[config.mk]
export PLATFORM = sky130hd
export DESIGN_NAME = fcc_frame_state
export DESIGN_NICKNAME = d
export VERILOG_FILES = /design/src/hdl/fcc_pkg.sv /design/src/hdl/fcc_frame_state.sv
export SDC_FILE = /design/constraint.sdc
export NUM_CORES = 1
export LEC_CHECK = 0
export BUFFER_PORTS_ARGS = -buffer_cell sky130_fd_sc_hd__buf_4
export CORE_MARGIN = 1
export CORE_UTILIZATION = 50
export DETAILED_ROUTE_END_ITERATION = 7
export PLACE_DENSITY = 0.8
export SYNTH_ARGS = -nofsm -noshare
export SYNTH_HDL_FRONTEND = slang
export SYNTH_SLANG_ARGS = --single-unit
[constraint.sdc]
create_clock -name i_clk -period 9.6 [get_ports i_clk]
set_input_delay 1.44 -clock i_clk [delete_from_list [all_inputs] [get_ports i_clk]]
set_output_delay 1.44 -clock i_clk [all_outputs]
set_load 0.01 [all_outputs]
[src/hdl/fcc_pkg.sv]
// Package for the frame checksum checker.
// Holds the shared constants, the result word type and the checksum update function.
// Depends on nothing.
package fcc_pkg;

    localparam logic [15:0] CK_INIT     = 16'h147A;
    localparam logic [7:0]  CK_STUFF    = 8'hFE;
    localparam logic [8:0]  FRAME_EXTRA = 9'd7;
    localparam logic [7:0]  POS_MAX     = 8'hFF;
    localparam logic [7:0]  POS_CMD     = 8'd2;
    localparam logic [8:0]  POS_DATA    = 9'd3;
    localparam logic [8:0]  POS_CK_LOW  = 9'd4;
    localparam logic [7:0]  DLEN_RESET  = 8'd0;

    typedef struct packed {
        logic        checksum_match;
        logic        length_mismatch;
        logic [15:0] computed_checksum;
        logic [7:0]  command;
    } t_result;

    // Rotate left by one, invert, then add the own high byte and the new byte.
    function automatic logic [15:0] ck_update(input logic [15:0] sum, input logic [7:0] b);
        logic [15:0] r;
        begin
            r = ~{sum[14:0], sum[15]};
            ck_update = r + {8'd0, r[15:8]} + {8'd0, b};
        end
    endfunction

endpackage

[src/hdl/fcc_frame_state.sv]
// Frame state of the checksum checker: byte position, running checksum, stuffing
// flag and captured bytes, plus the result word formed on the last byte.
// Depends on fcc_pkg.
module fcc_frame_state (
    input  logic            i_clk,
    input  logic            i_rst_n,
    input  logic            i_step,
    input  logic [7:0]      i_data_byte,
    input  logic            i_last_byte,
    input  logic [7:0]      i_data_length,
    output fcc_pkg::t_result o_result
);
    import fcc_pkg::*;

    logic [7:0]  r_pos;
    logic [15:0] r_sum;
    logic        r_skip;
    logic [7:0]  r_rx_high;
    logic [7:0]  r_rx_low;
    logic [7:0]  r_cmd;

    logic [7:0]  n_pos;
    logic [15:0] n_sum;
    logic        n_skip;
    logic [7:0]  n_rx_high;
    logic [7:0]  n_rx_low;
    logic [7:0]  n_cmd;

    logic        saturated;
    logic [8:0]  pos_ext;
    logic [8:0]  dlen_ext;
    logic        len_bad;

    assign saturated = (r_pos == POS_MAX);
    assign pos_ext   = {1'b0, r_pos};
    assign dlen_ext  = {1'b0, i_data_length};

    always_comb begin
        n_pos     = r_pos;
        n_sum     = r_sum;
        n_skip    = r_skip;
        n_rx_high = r_rx_high;
        n_rx_low  = r_rx_low;
        n_cmd     = r_cmd;
        if (!saturated) begin
            if (r_pos == POS_CMD) begin
                n_cmd = i_data_byte;
                n_sum = ck_update(CK_INIT, i_data_byte);
            end else if (pos_ext >= POS_DATA && pos_ext < POS_DATA + dlen_ext) begin
                if (r_skip) begin
                    n_skip = 1'b0;
                end else begin
                    n_sum = ck_update(r_sum, i_data_byte);
                    if (i_data_byte == CK_STUFF) begin
                        n_skip = 1'b1;
                    end
                end
            end else if (pos_ext == POS_DATA + dlen_ext) begin
                n_rx_high = i_data_byte;
            end else if (pos_ext == POS_CK_LOW + dlen_ext) begin
                n_rx_low = i_data_byte;
            end
            n_pos = r_pos + 8'd1;
        end
    end

    assign len_bad = saturated || (pos_ext + 9'd1 != dlen_ext + FRAME_EXTRA);

    always_comb begin
        o_result.length_mismatch   = len_bad;
        o_result.checksum_match    = !len_bad && ({n_rx_high, n_rx_low} == n_sum);
        o_result.computed_checksum = n_sum;
        o_result.command           = n_cmd;
    end

    always_ff @(posedge i_clk) begin
        if (!i_rst_n) begin
            r_pos     <= '0;
            r_sum     <= CK_INIT;
            r_skip    <= 1'b0;
            r_rx_high <= '0;
            r_rx_low  <= '0;
            r_cmd     <= '0;
        end else if (i_step) begin
            if (i_last_byte) begin
                r_pos     <= '0;
                r_sum     <= CK_INIT;
                r_skip    <= 1'b0;
                r_rx_high <= '0;
                r_rx_low  <= '0;
                r_cmd     <= '0;
            end else begin
                r_pos     <= n_pos;
                r_sum     <= n_sum;
                r_skip    <= n_skip;
                r_rx_high <= n_rx_high;
                r_rx_low  <= n_rx_low;
                r_cmd     <= n_cmd;
            end
        end
    end

`ifndef SYNTHESIS
    a_last_clears: assert property (@(posedge i_clk) disable iff (!i_rst_n)
        i_step && i_last_byte |=> r_pos == '0 && r_sum == CK_INIT && !r_skip)
        else $error("frame state not cleared after last word");

    a_pos_counts: assert property (@(posedge i_clk) disable iff (!i_rst_n)
        i_step && !i_last_byte && r_pos != POS_MAX |=> r_pos == $past(r_pos) + 8'd1)
        else $error("byte position did not advance");

    a_sat_holds: assert property (@(posedge i_clk) disable iff (!i_rst_n)
        i_step && !i_last_byte && r_pos == POS_MAX |=> r_pos == POS_MAX && $stable(r_sum))
        else $error("saturated frame state changed");

    a_match_len: assert property (@(posedge i_clk) disable iff (!i_rst_n)
        o_result.checksum_match |-> !o_result.length_mismatch)
        else $error("match reported with a length error");
`endif

endmodule

==> qor.yml <==
hold_path:
  hold_path_depth: 2
  hp-class: "flop to flop"
worst_setup_path:
  startpoint_type: "primary input"
  path_cells: "buf_4 > inv_1 > fa_1 > inv_1 > ha_1 > inv_1 > fa_1 > nor2b_1 > o2111ai_1 > and3_1 > or4_1 > xnor2_1 > o211ai_1 > xor2_1 > nand3_1 > nor3_2 > buf_4"
  crit_arrival_ps: 5110
  crit_slowest_cell: "or4_1"
  crit_top_cell: "inv_1"
  worst-path-max-fanout: 5
  cp.depth: 17
  worst_setup_path_end_kind: "primary output"
  cp_top_family: "simple AND/OR/NAND/NOR gates"
  r2r_cells: 13
  cp_num_buf_inv: 5
  critPathRequiredTime_ps: 8160
  critPathMaxStageDelay_ps: 510
  crit_type: "primary input to primary output"
sta:
  final_hold_viol_count: 0
  period_share_pct: 68.24
  tns_ps: 0
  setup_viol: 0
  grt_setup_unrepaired: "no"
  clock.fmax_mhz: 152.7
  slew_viol_final: 0
  min_period_ps: 6551
  worst_slew_pin_slew_ps: 832.9
  fin_skew_ps: 11.48
  slew_headroom_pct: 43.59
cells_and_area:
  areaGrowthSynthToFinish_pct: 9.024
  fillers: 787
  fin_util_pct: 56.65
  n_antenna_cell: 0
  nNetsFinal: 658
  drive_above_1_share_pct: 12.34
clock_tree:
  post-cts-setup-buffers: 0
  cts_buffers: 5
  hold_buffers: 0
  ctsLongestPathBuffers: 2
  clk_latency_ps: 310
  post_cts_resized: 0
  clk_pin_slew_ps: 90
  cts-root-buf: "clkbuf_8"
  cts_tree: "done"
  clkSinkCount: 49
  ctsHtreeMaxLevel: 2
power_and_ir_drop:
  vdd_drop_max_mv: 0.08318
  p_leak_nw: 1.995
  power_density_nw_per_um2: 89.18
  finalPower_uw: 444.9
flow_run:
  maxCapViolations: 0
logic_synthesis:
  synth_edf_count: 0
  ys_warn_count: 0
  synth_area_um2: 4576
  yosysSeqAreaShare_pct: 21.44
  syn_area_per_cell_um2: 7.768
  ys_ff_latch: 49
  async_flop_share_pct: 0
  syn_inst: 589
  yosysUniqueCellTypes: 72
  synth_nets: 640
  synth_ff_type: "dfxtp_1"
global_route:
  overflow: 0
  grt_usage_pct: 28.33
  grt_max_degree: 50
  antenna_found_initial: 0
  grt_pass1_vias: 4275
  grt_pass1_wl_mm: 21.84
route:
  num_vias: 4647
  drc_errors: 4
  dr.first_iter.drc_count: 540
  wl_per_cell_um: 18.79
  dr.pass1.iters: 8
  routed_via_density: 6.490
  drtAntennaViolNets: 0
  wirelength_mm: 13.45
floorplan:
  io_pins: 46
  chipWidth_um: 97.66
  dieArea_um2: 9537
  die_h_um: 97.66
  initial_core_util_pct: 51.96
  core_um2: 8806
  rows: 34
placed_design:
  routabilityCongestion: 0.9642
  numPortBuffers: 45
  hpwl_mm: 10.10
outcome:
  violations: "design-rule violations"
  status: "complete, but fails checks"
==> worst paths after layout <==
kind / from / endpoint / slack, ps
setup reg to reg: r_sum[8]$_SDFFE_PN0P_ / r_sum[15]$_SDFFE_PN0P_ / 5860
setup / recovery: i_data_byte[1] / o_result[25] / 3050
hold reg to reg: r_sum[2]$_SDFFE_PN0P_ / r_sum[2]$_SDFFE_PN0P_ / 540
hold / removal: r_sum[2]$_SDFFE_PN0P_ / r_sum[2]$_SDFFE_PN0P_ / 540
==> per-stage QoR <==
step	std cells	instance area [um2]	hold WS [ps]	setup slack [ps]
after global routing	716	4989	566.4	2809
after detailed placement	708	4890	523.1	3093
final	716	4989	539.7	3049
after floorplan	589	4576	484.4	3545
after CTS	716	4989	538.5	3098
after global placement	708	4890	506.6	3285
==> cell usage in the layout (no fill, tap or decap), types with 3 or more instances in the layout <==
cell type and n:
o21ai_0 38, inv_1 39, or4_1 3, nor3_1 21, a211oi_1 3, o21a_1 3
nor2_1 24, a21boi_0 11, nor2b_1 36, fa_1 9, and2_1 4, o211ai_1 6
nand2_1 53, nand4_1 7, clkbuf_8 6, dfxtp_1 49, and4_1 3, a21oi_1 23
buf_4 48, a31oi_1 13, nor4_1 5, nand3_1 17, and3_1 7, o22ai_1 7
or3_1 6, xnor2_1 23, a21o_1 6, nand2b_1 7, a22oi_1 28, mux2i_1 7
ha_1 22, xor2_1 24
==> synthesized netlist by cell type, types with 9 or more instances <==
| master | count | area share (%) |
|---|---|---|
| xnor2_1 | 23 | 4.4 |
| xor2_1 | 24 | 4.6 |
| buf_2 | 9 | 0.98 |
| nand2_1 | 53 | 4.3 |
| a21oi_1 | 23 | 2.5 |
| nor3_1 | 21 | 2.3 |
| clkbuf_1 | 20 | 1.6 |
| a31oi_1 | 13 | 1.8 |
| fa_1 | 9 | 3.9 |
| dfxtp_1 | 49 | 21 |
| inv_1 | 39 | 3.2 |
| a21boi_0 | 11 | 1.8 |
| ha_1 | 22 | 6.0 |
| nor2_1 | 24 | 2.0 |
| nor2b_1 | 36 | 4.9 |
| a22oi_1 | 28 | 4.6 |
| nand3_1 | 17 | 1.9 |
| o21ai_0 | 38 | 4.2 |
==> cells by family (layout without fill, tap and decap cells) <==
group,count (synthesis),after routing,synth area share (%)
simple gates,214,214,25.92
compound gates,163,163,24.50
buf+inv,76,95,7.164
flops,49,49,21.44
xor+xnor,47,47,8.996
fa+ha+maj,31,31,9.953
mux,9,9,2.024
==> state kept, by name (all words and copies together), names as in the netlist <==
| signal | cells |
|---|---|
| r_rx_low | 8 |
| r_rx_high | 8 |
| r_sum | 16 |
| r_pos | 8 |
| r_skip | 1 |
| r_cmd | 8 |
==> worst reg2reg max path, stage by stage, from the launching register on <==
cell and delay (ps):
dfxtp_1 570, fa_1 480, inv_1 70, ha_1 190, inv_1 60, fa_1 380
nor2b_1 210, o2111ai_1 210, and3_1 240, or4_1 510, xnor2_1 150, o211ai_1 340
a22oi_1 120, nor2b_1 140
==> layer usage <==
metal	global-route usage, %	part of all wire (%)
met1	39.43	42
met2	43.37	45
met3	6.259	11
met4	8.974	1.9
met5	0	0
==> where the power goes <==
group / leakage [nW] / internal, mW / switching [mW] / total [mW]
combinational: 1.55 / 0.0405 / 0.0632 / 0.104
clock: 0.0478 / 0.0595 / 0.0765 / 0.136
sequential: 0.395 / 0.204 / 0.00120 / 0.205
==> layout make-up <==
cell class                      instances  area [um2]  share of cell area (%)
Tap cell                              108       135.1                   2.709
Multi-Input combinational cell        464        3267                   65.49
Timing Repair Buffer                   48       360.3                   7.223
Inverter                               39       146.4                   2.935
Clock buffer                            6       82.58                   1.655
Clock inverter                          2       16.27                  0.3261
Sequential cell                        49       980.9                   19.66
No activity file was read; power rests on OpenSTA's default activity.
